<file path="config.mk">
export PLATFORM = sky130hd
export DESIGN_NAME = hall_period_angle_tracker
export DESIGN_NICKNAME = d
export VERILOG_FILES = /design/src/rtl/hpat_pkg.sv /design/src/rtl/hall_period_angle_tracker.sv
export SDC_FILE = /design/constraint.sdc
export NUM_CORES = 2
export LEC_CHECK = 0
export ABC_AREA = 1
export BUFFER_PORTS_ARGS = -buffer_cell sky130_fd_sc_hd__buf_2
export CAP_MARGIN = 40
export CORE_MARGIN = 5
export CORE_UTILIZATION = 65
export DETAILED_ROUTE_END_ITERATION = 10
export PLACE_DENSITY_LB_ADDON = 0.05
export SLEW_MARGIN = 20
export SYNTH_ARGS = -nofsm -noshare
export SYNTH_HDL_FRONTEND = slang
export SYNTH_SLANG_ARGS = --single-unit
</file>
<file path="constraint.sdc">
create_clock -name clk -period 8.8 [get_ports clk]
set_clock_uncertainty 0.1 [all_clocks]
set_input_delay 1.32 -clock clk [delete_from_list [all_inputs] [get_ports clk]]
set_output_delay 1.32 -clock clk [all_outputs]
set_load 0.02 [all_outputs]
</file>
<file path="src/rtl/hpat_pkg.sv">
// Package for the hall period and angle tracker.
// Holds the sequencer state type, register indexes, event kinds and reset values.
// No dependencies.
`timescale 1ns / 1ps

package hpat_pkg;

  typedef enum logic [2:0] {
    S_IDLE,
    S_PREP,
    S_MUL,
    S_DIV,
    S_FIN
  } state_t;

  localparam int COLS_W    = 13;
  localparam int COL_OUT_W = 12;
  localparam int RPM_W     = 24;
  localparam int RATE_W    = 28;
  localparam int NUM_W     = RATE_W + 6;
  localparam int RPT_W     = 16;

  localparam logic REG_COLUMN_COUNT = 1'b0;
  localparam logic REG_TICK_RATE    = 1'b1;

  localparam logic OP_CAPTURE = 1'b0;
  localparam logic OP_TICK    = 1'b1;

  localparam logic [COLS_W-1:0] COLS_RESET = 13'd720;
  localparam logic [RATE_W-1:0] RATE_RESET = 28'd1000000;
  localparam logic [RPT_W-1:0]  NONE_REPORTED = 16'hFFFF;

endpackage

</file>
<file path="src/rtl/hall_period_angle_tracker.sv">
// Hall period and angle tracker: rpm from capture spacing, display column from tick time.
// One shared subtractor runs a restoring divider under a small sequencer.
// Depends on hpat_pkg.
// Sequence: an accepted beat passes S_PREP, then, if it needs a division, S_MUL and the
// restoring divider S_DIV over a DW-bit dividend (DW = max(34, STAMP_BITS+13)), then S_FIN.
// One beat is in the sequencer at a time; the next is taken only back in S_IDLE.
// A new beat is taken while the previous result still waits in the output register.
// Reset: synchronous; registers return to 720 columns and 1 MHz, all tracking state clears.
`timescale 1ns / 1ps

module hall_period_angle_tracker #(
  parameter int MAX_COLUMNS = 4096,
  parameter int STAMP_BITS  = 32
) (
  input  logic        clk,
  input  logic        rst,
  input  logic        s_tvalid,
  output logic        s_tready,
  input  logic [31:0] s_tdata,   // [31:0] timestamp
  input  logic        s_tuser,   // [0] op
  output logic        m_tvalid,
  input  logic        m_tready,
  output logic [39:0] m_tdata,   // [11:0] column, [35:12] rpm, [36] period_known,
                                 // [37] new_column, [39:38] zero
  input  logic        psel,
  input  logic        penable,
  input  logic        pwrite,
  input  logic [2:0]  paddr,
  input  logic [31:0] pwdata,
  output logic [31:0] prdata,
  output logic        pready
);

  import hpat_pkg::*;

  localparam int SB    = STAMP_BITS;
  localparam int DW    = (SB + COLS_W > NUM_W) ? SB + COLS_W : NUM_W;
  localparam int CNT_W = $clog2(DW);

  // configuration
  logic [COLS_W-1:0] column_count;
  logic [RATE_W-1:0] tick_rate_hz;

  // tracking state
  logic [SB-1:0]     previous_capture;
  logic              capture_seen;
  logic [SB-1:0]     revolution_period;
  logic [RPM_W-1:0]  rpm_value;
  logic [COLS_W-1:0] current_col;
  logic [RPT_W-1:0]  reported_col;

  // sequencer and datapath
  state_t            state, state_next;
  logic              op_q;
  logic [SB-1:0]     stamp_q;
  logic [SB-1:0]     span;
  logic [SB-1:0]     divisor;
  logic [SB-1:0]     rem;
  logic [DW-1:0]     dq;
  logic [CNT_W-1:0]  cnt;
  logic              run_div;
  logic              late;

  logic [COLS_W-1:0] cols;
  logic [SB-1:0]     span_w;
  logic              go_div;
  logic              fin_go;
  logic [SB:0]       rem_sh;
  logic [SB:0]       sub;
  logic              ge;
  logic [NUM_W-1:0]  num60;
  logic [SB+COLS_W-1:0] prod;
  logic [RPM_W-1:0]  rpm_sat;
  logic [SB-1:0]     period_n;
  logic [RPM_W-1:0]  rpm_n;
  logic [COLS_W-1:0] col_n;
  logic              cfg_wr;

  assign pready = 1'b1;
  assign cfg_wr = psel && penable && pwrite;

  always_comb begin
    case (paddr[2])
      REG_COLUMN_COUNT: prdata = {{(32-COLS_W){1'b0}}, column_count};
      REG_TICK_RATE:    prdata = {{(32-RATE_W){1'b0}}, tick_rate_hz};
      default:          prdata = '0;
    endcase
  end

  always_ff @(posedge clk) begin
    if (rst) begin
      column_count <= COLS_RESET;
      tick_rate_hz <= RATE_RESET;
    end else if (cfg_wr) begin
      case (paddr[2])
        REG_COLUMN_COUNT: column_count <= pwdata[COLS_W-1:0];
        REG_TICK_RATE:    tick_rate_hz <= pwdata[RATE_W-1:0];
        default: ;
      endcase
    end
  end

  // clamp the column count into 1..MAX_COLUMNS
  always_comb begin
    if (column_count == '0) begin
      cols = COLS_W'(1);
    end else if ({{(32-COLS_W){1'b0}}, column_count} > 32'(MAX_COLUMNS)) begin
      cols = COLS_W'(MAX_COLUMNS);
    end else begin
      cols = column_count;
    end
  end

  assign span_w = stamp_q - previous_capture;

  always_comb begin
    if (op_q == OP_CAPTURE) begin
      go_div = capture_seen && (span_w != '0);
    end else begin
      go_div = (revolution_period != '0) && (span_w < revolution_period);
    end
  end

  // shared subtract unit: one restoring division step
  assign rem_sh = {rem, dq[DW-1]};
  assign sub    = rem_sh - {1'b0, divisor};
  assign ge     = !sub[SB];

  assign num60 = ({{6{1'b0}}, tick_rate_hz} << 6) - ({{6{1'b0}}, tick_rate_hz} << 2);
  assign prod  = span * cols;
  assign rpm_sat = (|dq[DW-1:RPM_W]) ? {RPM_W{1'b1}} : dq[RPM_W-1:0];

  // result of the beat in hand
  always_comb begin
    period_n = revolution_period;
    rpm_n    = rpm_value;
    col_n    = current_col;
    if (op_q == OP_CAPTURE) begin
      if (run_div) begin
        period_n = divisor;
        rpm_n    = rpm_sat;
      end
      if (run_div || revolution_period != '0) begin
        col_n = '0;
      end
    end else if (late) begin
      col_n = cols - COLS_W'(1);
    end else if (run_div) begin
      col_n = dq[COLS_W-1:0];
    end
  end

  always_comb begin
    state_next = state;
    case (state)
      S_IDLE: if (s_tvalid) state_next = S_PREP;
      S_PREP: state_next = go_div ? S_MUL : S_FIN;
      S_MUL:  state_next = S_DIV;
      S_DIV:  if (cnt == CNT_W'(DW - 1)) state_next = S_FIN;
      S_FIN:  if (fin_go) state_next = S_IDLE;
      default: state_next = S_IDLE;
    endcase
  end

  always_comb begin
    s_tready = (state == S_IDLE);
    fin_go   = (state == S_FIN) && (!m_tvalid || m_tready);
  end

  always_ff @(posedge clk) begin
    if (rst) begin
      state             <= S_IDLE;
      previous_capture  <= '0;
      capture_seen      <= 1'b0;
      revolution_period <= '0;
      rpm_value         <= '0;
      current_col       <= '0;
      reported_col      <= NONE_REPORTED;
      m_tvalid          <= 1'b0;
      run_div           <= 1'b0;
      late              <= 1'b0;
      cnt               <= '0;
    end else begin
      state <= state_next;
      case (state)
        S_IDLE: begin
          if (s_tvalid) begin
            op_q    <= s_tuser;
            stamp_q <= s_tdata[SB-1:0];
          end
        end
        S_PREP: begin
          span    <= span_w;
          run_div <= go_div;
          late    <= (op_q == OP_TICK) && (revolution_period != '0) &&
                     (span_w >= revolution_period);
          divisor <= (op_q == OP_CAPTURE) ? span_w : revolution_period;
        end
        S_MUL: begin
          dq  <= (op_q == OP_CAPTURE) ? DW'(num60) : DW'(prod);
          rem <= '0;
          cnt <= '0;
        end
        S_DIV: begin
          rem <= ge ? sub[SB-1:0] : rem_sh[SB-1:0];
          dq  <= {dq[DW-2:0], ge};
          cnt <= cnt + CNT_W'(1);
        end
        S_FIN: begin
          if (fin_go) begin
            if (op_q == OP_CAPTURE) begin
              previous_capture <= stamp_q;
              capture_seen     <= 1'b1;
            end
            revolution_period <= period_n;
            rpm_value         <= rpm_n;
            current_col       <= col_n;
            reported_col      <= RPT_W'(col_n);
            m_tdata <= {2'b00, RPT_W'(col_n) != reported_col, period_n != '0,
                        rpm_n, col_n[COL_OUT_W-1:0]};
          end
        end
        default: ;
      endcase
      if (fin_go) begin
        m_tvalid <= 1'b1;
      end else if (m_tready) begin
        m_tvalid <= 1'b0;
      end
    end
  end

  a_rem_below_divisor: assert property (@(posedge clk) disable iff (rst)
    (state == S_DIV) |-> (rem < divisor))
    else $error("divider remainder not below divisor");

  a_period_needs_capture: assert property (@(posedge clk) disable iff (rst)
    (revolution_period != '0) |-> capture_seen)
    else $error("period known without a capture");

  a_accept_starts_prep: assert property (@(posedge clk) disable iff (rst)
    (s_tvalid && s_tready) |=> (state == S_PREP))
    else $error("accepted beat did not start the sequencer");

  a_late_excludes_div: assert property (@(posedge clk) disable iff (rst)
    (state == S_FIN) |-> !(run_div && late))
    else $error("late column and division both chosen");

endmodule

</file>
Word level (Yosys, flattened, before mapping)
Cells that the tools add are included.
Widths: inputs -> output; s select.
{"block": "totals", "reg_bits": 383, "inputBits": 75}
{"block": "op_classes", "add_sub_neg": 5, "multipliers": 1, "order_cmp": 3, "n_eq_ne": 9, "muxes": 26, "bitwise": 3, "reduce_logical": 28}
{"cell": "$mux 32", "n": 4}
{"cell": "$pmux 32 s2", "n": 2}
{"cell": "$reduce_bool 32->1", "n": 3}
{"cell": "$pmux 45 s2", "n": 1}
{"cell": "$mux 13", "n": 6}
{"cell": "$mux 24", "n": 3}
{"cell": "$mul 32x13->45", "n": 1}
{"cell": "$mux 45", "n": 1}
{"cell": "$sub 34x30->34", "n": 1}
{"cell": "$sub 33x32->33", "n": 1}
{"cell": "$ge 32x32->1", "n": 1}
{"cell": "$lt 32x32->1", "n": 1}
{"cell": "$sub 32x32->32", "n": 1}
{"cell": "$reduce_or 21->1", "n": 1}
{"cell": "$ne 13x16->1", "n": 1}
{"cell": "$pmux 3 s5", "n": 1}
{"cell": "$gt 13x13->1 const B", "n": 1}
{"cell": "$logic_not 13->1", "n": 1}
{"cell": "$sub 13x1->13 const B", "n": 1}
{"cell": "$mux 3", "n": 4}
{"cell": "$pmux 6 s2", "n": 1}
{"cell": "$reduce_and 3->1", "n": 4}
{"cell": "$reduce_and 2->1", "n": 5}
{"cell": "$logic_and 1x1->1", "n": 7}
{"cell": "12 further kinds", "n": 22}

Depth between registers and ports, before layout
{"block": "depth", "depth_word": 7, "mapped_depth": 35, "mapped_depth_nobuf": 33}

Worst setup path after synthesis
No wires, ideal clock.
{"block": "synth_path", "path_type": "register to register", "startpoint": "register column_count[8]", "endpoint": "register dq[26] (data pin)", "arrival_time_ps": 5686, "required_ps": 8447, "path_slack_ps": 2762, "stages_incl_launch_ff": 31, "period_less_slack_ps": 6038, "path_cell_list": "dfxtp_1 -> inv_2 -> nand4_1 -> nor2_1 -> nand2_1 -> nand2_2 -> nand2_1 -> inv_2 -> buf_1 -> nand2_1 -> fa_1 -> inv_1 -> fa_1 -> fa_1 -> fa_1 -> inv_1 -> fa_1 -> inv_1 -> ha_1 -> a21oi_1 -> inv_1 -> a31oi_1 -> o21ai_0 -> or2_2 -> a21oi_1 -> o21ai_0 -> xor2_1 -> nand2_1 -> nand2_1 -> nand2_1 -> nand2_1"}
{"block": "synth_via", "elab_chain_cells": 6, "word_cells_on_any_way": 7}
{"item": "start: declaration", "line_no": "hall_period_angle_tracker.sv:41", "source": "logic [COLS_W-1:0] column_count;"}
{"item": "start signal: assignment", "line_no": "hall_period_angle_tracker.sv:96", "source": "REG_COLUMN_COUNT: column_count <= pwdata[COLS_W-1:0];"}
{"item": "$gt 13x13->1", "line_no": "hall_period_angle_tracker.sv:107", "source": "end else if ({{(32-COLS_W){1'b0}}, column_count} > 32'(MAX_COLUMNS)) begin"}
{"item": "$mux 13", "line_no": "hall_period_angle_tracker.sv:107"}
{"item": "$mux 13 (*)", "line_no": "hall_period_angle_tracker.sv:105", "source": "if (column_count == '0) begin"}
{"item": "$mul 32x13->45 (*)", "line_no": "hall_period_angle_tracker.sv:130", "source": "assign prod = span * cols;"}
{"item": "$mux 45 (*)", "line_no": "hall_period_angle_tracker.sv:200", "source": "dq <= (op_q == OP_CAPTURE) ? DW'(num60) : DW'(prod);"}
{"item": "$pmux 45 s2 (*)", "line_no": "hall_period_angle_tracker.sv:185", "source": "case (state)"}
{"item": "end signal: assignment", "line_no": "hall_period_angle_tracker.sv:200"}
{"item": "end signal: assignment", "line_no": "hall_period_angle_tracker.sv:206", "source": "dq <= {dq[DW-2:0], ge};"}
{"item": "end: declaration", "line_no": "hall_period_angle_tracker.sv:59", "source": "logic [DW-1:0] dq;"}
Mark *: on every way between the ends. The rest lies on a longest branch, timed or not.
A chain may end at the register's enable or synchronous reset.

Worst setup path after layout
{"block": "layout_path", "startpoint": "register column_count[9]", "endpoint": "register dq[39] (data pin)"}
The elaborated chain is that of the path after synthesis.

==> impl_results.md <==
- CP max FO: 28
- Pin slew with the least headroom to its limit: 0.828 ns
- Overall Global Routing Usage: 32.7%
- Crit start category: flip-flop
- Drt first pass iters: 6
- Max Fclk: approximately 0.13 GHz
- Type of the worst setup path: flip-flop to flip-flop
- Clock transition at the registers of the reported paths: around 0.060 ns
- Worst hold-check path type: flip-flop to flip-flop
- Cell area after synthesis: approximately 0.036 sq mm
- Setup tns final: 0 ns
- Iteration-0 DRC count of the detailed router: 2,367
- Chip Height: 244 um
- Wire length per cell: 18.0 um
- Setup Viol. Count Final: 0
- Sum of net half-perimeters after detailed placement: 76.0 mm
- Async S/R FF share, synth: 0%
- Fraction of final layout cells sized beyond drive strength 1: 6.35%
- First-pass GRT wire length: 157 mm
- Count of warnings emitted by yosys: 0
- Unique masters post-synth: 62
- Number of enable-type register cells in the synthesized netlist: approximately 210
- Leakage power summed over all cells: 18.8 nW
- Worst skew pair latency: 0.58 ns
- Cell at the root of the clock tree: sky130_fd_sc_hd__clkbuf_16
- Maximum clock path buffer count: 3
- Total core area: 0.0540 sq mm
- Maximum number of pins on one net before global-route repair: 85
- CTS tree: built
- Floorplan die area: 0.0595 sq mm
- Number of global-route vias before repair: 30,000
- Number of antenna-violating nets in the routed design: 0
- Syn-to-layout area delta: 7.54%
- Reg-to-reg setup timing slack: 1.20 ns
- Number of sinks on the clock net: 381
- Final WS setup: roughly 1.2 ns
- Number of synthesized register bits: 381
- Most common flop cell mapped by yosys: sky130_fd_sc_hd__edfxtp_1
- Final number of max-transition violations: 0
- Number of levels in the clock H-tree: 2
- Crit share post-route: between 80% and 90%
- Count of filler cells inserted in the layout: 4,600
- Type of element capturing the critical path: flip-flop
- Gp weighted congestion: 0.974
- Residual overflow from global routing: 0
- Power per unit of standard cell area: between 200 and 300 mW/mm^2
- Post-layout net count: approximately 5,300
- TritonCTS buffer count: 42
- Max IR drop VDD: around 0.00025 V
- Post-synthesis average cell area: 7.61 sq um
- Remaining design rule violation count: 0
- Effective utilization at floorplan: 65.9%
- Die width: 244 um
- Routed wire length: 98.4 mm
- Number of rows created at floorplan: 85
- Run status: complete, no violations
- Vias after detailed routing: 30,900
- Cell count after synthesis: 4,677
- Hold-fix buffers at CTS: 0
- Final Critical Period: around 7.6 ns
- Proportion of synthesized chip area in sequential cells: 27.4%
- Max capacitance violation total: 0
- Detail-routed via count per cell: 5.66
- Top-level port count: 150
- Number of setup buffers added after CTS: 0
- Number of antenna repair diodes: 0
- Antenna violations before repair: 0
- Post-CTS Resized: 0
- Final Hold Viols: 0
- Critical path required time: 8.99 ns
- RSZ-0062 raised after global routing: false
- Worst slack at placement: 1.32 ns
- Arrival time worst endpoint: between 7 and 8 ns
- Port bufs: 136
- Slew Limit Headroom: about 44%
==> synth_stat cells, types with 3 or more instances <==
library cell | n | share of area, %
sky130_fd_sc_hd__o21ai_0 | 353 | 5.0
sky130_fd_sc_hd__a221oi_1 | 9 | 0.22
sky130_fd_sc_hd__nor3_1 | 23 | 0.32
sky130_fd_sc_hd__a21oi_1 | 381 | 5.4
sky130_fd_sc_hd__or2_2 | 5 | 0.088
sky130_fd_sc_hd__buf_1 | 41 | 0.43
sky130_fd_sc_hd__buf_2 | 12 | 0.17
sky130_fd_sc_hd__a211oi_1 | 3 | 0.063
sky130_fd_sc_hd__fa_1 | 332 | 19
sky130_fd_sc_hd__a21oi_2 | 3 | 0.074
sky130_fd_sc_hd__o211ai_1 | 15 | 0.32
sky130_fd_sc_hd__buf_6 | 3 | 0.095
sky130_fd_sc_hd__o21bai_1 | 11 | 0.23
sky130_fd_sc_hd__xor2_1 | 31 | 0.76
sky130_fd_sc_hd__o2111ai_1 | 3 | 0.074
sky130_fd_sc_hd__inv_1 | 949 | 10
sky130_fd_sc_hd__a21o_1 | 18 | 0.38
sky130_fd_sc_hd__edfxtp_1 | 212 | 18
sky130_fd_sc_hd__inv_2 | 10 | 0.11
sky130_fd_sc_hd__dfxtp_1 | 169 | 9.5
sky130_fd_sc_hd__nand3b_1 | 15 | 0.32
sky130_fd_sc_hd__o21ai_2 | 7 | 0.17
sky130_fd_sc_hd__buf_4 | 8 | 0.17
sky130_fd_sc_hd__ha_1 | 213 | 7.5
sky130_fd_sc_hd__nand4_1 | 47 | 0.83
sky130_fd_sc_hd__xnor2_1 | 34 | 0.84
sky130_fd_sc_hd__nand3_1 | 110 | 1.5
sky130_fd_sc_hd__o21a_1 | 7 | 0.15
sky130_fd_sc_hd__o21ai_1 | 12 | 0.17
sky130_fd_sc_hd__o22ai_1 | 25 | 0.44
sky130_fd_sc_hd__nand2_2 | 15 | 0.26
sky130_fd_sc_hd__a31oi_1 | 38 | 0.67
sky130_fd_sc_hd__nor2_1 | 393 | 4.1
sky130_fd_sc_hd__and2_1 | 3 | 0.053
sky130_fd_sc_hd__a211oi_2 | 3 | 0.11
sky130_fd_sc_hd__nor4_1 | 20 | 0.35
sky130_fd_sc_hd__nand2_1 | 1001 | 11
sky130_fd_sc_hd__clkbuf_1 | 107 | 1.1
sky130_fd_sc_hd__clkinv_1 | 4 | 0.042
==> cell type report <==
cell class	count	area, sq um	share of cell area, %
Sequential cell	381	9750	25.5
Timing Repair Buffer	171	1090	2.85
Clock buffer	61	1220	3.20
Multi-Input combinational cell	3165	21600	56.3
Tap cell	696	871	2.28
Clock inverter	17	163	0.425
Inverter	963	3620	9.45
==> flip-flops by register name (all words and copies together) (netlist names) <==
| name | cells |
|---|---|
| dq | 45 |
| stamp_q | 32 |
| previous_capture | 32 |
| current_col | 13 |
| tick_rate_hz | 28 |
| late | 1 |
| rem | 32 |
| state | 3 |
| m_tdata | 38 |
| span | 32 |
| divisor | 32 |
| run_div | 1 |
| capture_seen | 1 |
| op_q | 1 |
| cnt | 6 |
| reported_col | 14 |
| revolution_period | 32 |
| rpm_value | 24 |
| column_count | 13 |
| m_tvalid | 1 |
==> routing by layer <==
layer | wire length [um] | global-route usage (%) | vias up
met2 | 47800 | 56.6 | 1155
met3 | 7090 | 4.55 | 227
met4 | 4440 | 13.5 | 0
met1 | 39100 | 41.6 | 14600
li1 | - | - | 14900
met5 | 0 | 0 | -
==> layout by cell type, fill, tap and decap left out, types with 34 or more instances in the layout <==
cell type / n
sky130_fd_sc_hd__nand4_1: 47
sky130_fd_sc_hd__clkbuf_16: 44
sky130_fd_sc_hd__buf_2: 136
sky130_fd_sc_hd__xnor2_1: 34
sky130_fd_sc_hd__a31oi_1: 38
sky130_fd_sc_hd__nand2_1: 999
sky130_fd_sc_hd__nor2_1: 388
sky130_fd_sc_hd__edfxtp_1: 212
sky130_fd_sc_hd__ha_1: 213
sky130_fd_sc_hd__o21ai_0: 353
sky130_fd_sc_hd__nand3_1: 110
sky130_fd_sc_hd__fa_1: 332
sky130_fd_sc_hd__dfxtp_1: 169
sky130_fd_sc_hd__a21oi_1: 381
sky130_fd_sc_hd__inv_1: 948
==> worst max-delay path, cell delays in order, from the launching register on <==
cell	delay (ns)
sky130_fd_sc_hd__dfxtp_1	0.29
sky130_fd_sc_hd__inv_1	0.18
sky130_fd_sc_hd__nand4_1	0.12
sky130_fd_sc_hd__nor2_1	0.12
sky130_fd_sc_hd__nand2_1	0.07
sky130_fd_sc_hd__nand2_2	0.28
sky130_fd_sc_hd__nand2_1	0.42
sky130_fd_sc_hd__inv_2	0.67
sky130_fd_sc_hd__nand2_1	0.18
sky130_fd_sc_hd__fa_1	0.57
sky130_fd_sc_hd__inv_1	0.05
sky130_fd_sc_hd__fa_1	0.60
sky130_fd_sc_hd__fa_1	0.44
sky130_fd_sc_hd__fa_1	0.49
sky130_fd_sc_hd__inv_1	0.05
sky130_fd_sc_hd__fa_1	0.52
sky130_fd_sc_hd__inv_1	0.05
sky130_fd_sc_hd__ha_1	0.39
sky130_fd_sc_hd__a21oi_1	0.30
sky130_fd_sc_hd__o21ai_0	0.19
sky130_fd_sc_hd__nand2_1	0.09
sky130_fd_sc_hd__o211ai_1	0.08
sky130_fd_sc_hd__a21oi_1	0.14
sky130_fd_sc_hd__nand2_1	0.12
sky130_fd_sc_hd__a21oi_1	0.39
sky130_fd_sc_hd__o21bai_1	0.13
sky130_fd_sc_hd__o21ai_0	0.17
sky130_fd_sc_hd__o21ai_0	0.09
==> worst paths after layout <==
kind                         from                   end  cells past startpoint
min reg2reg  previous_capture[30]  previous_capture[30]                      2
max reg2reg       column_count[9]                dq[39]                     27
min          previous_capture[30]  previous_capture[30]                      2
max               column_count[9]                dq[39]                     27
==> through the flow <==
step / std cells / utilization, % / hold slack, ns / power [W] / cell area (sq um)
final: 5454 / 70.8 / 0.358 / 0.00995 / 38300
after global routing: 5454 / 70.8 / 0.377 / 0.0108 / 38300
after CTS: 5452 / 70.7 / 0.359 / 0.00991 / 38200
after detailed placement: 5374 / 68.2 / 0.342 / 0.00810 / 36800
after global placement: 5367 / 67.9 / 0.331 / 0.00800 / 36700
after floorplan: 4682 / - / 0.320 / 0.00640 / 35600
==> cell families after synthesis <==
| family | synth area share (%) |
|---|---|
| other | 0.0211 |
| xor gates and xnor gates | 1.60 |
| adders and majority gates | 26.2 |
| and+or+nand+nor | 18.8 |
| AOI/OAI and AO/OA | 13.8 |
| DFF | 27.4 |
| buffers and inverters | 12.2 |
==> report_power, final <==
group / switching, W / internal, W
clock: 0.000748 / 0.00103
sequential: 0.000119 / 0.00211
combinational: 0.00392 / 0.00202
Power figures use the tool's default switching activity.
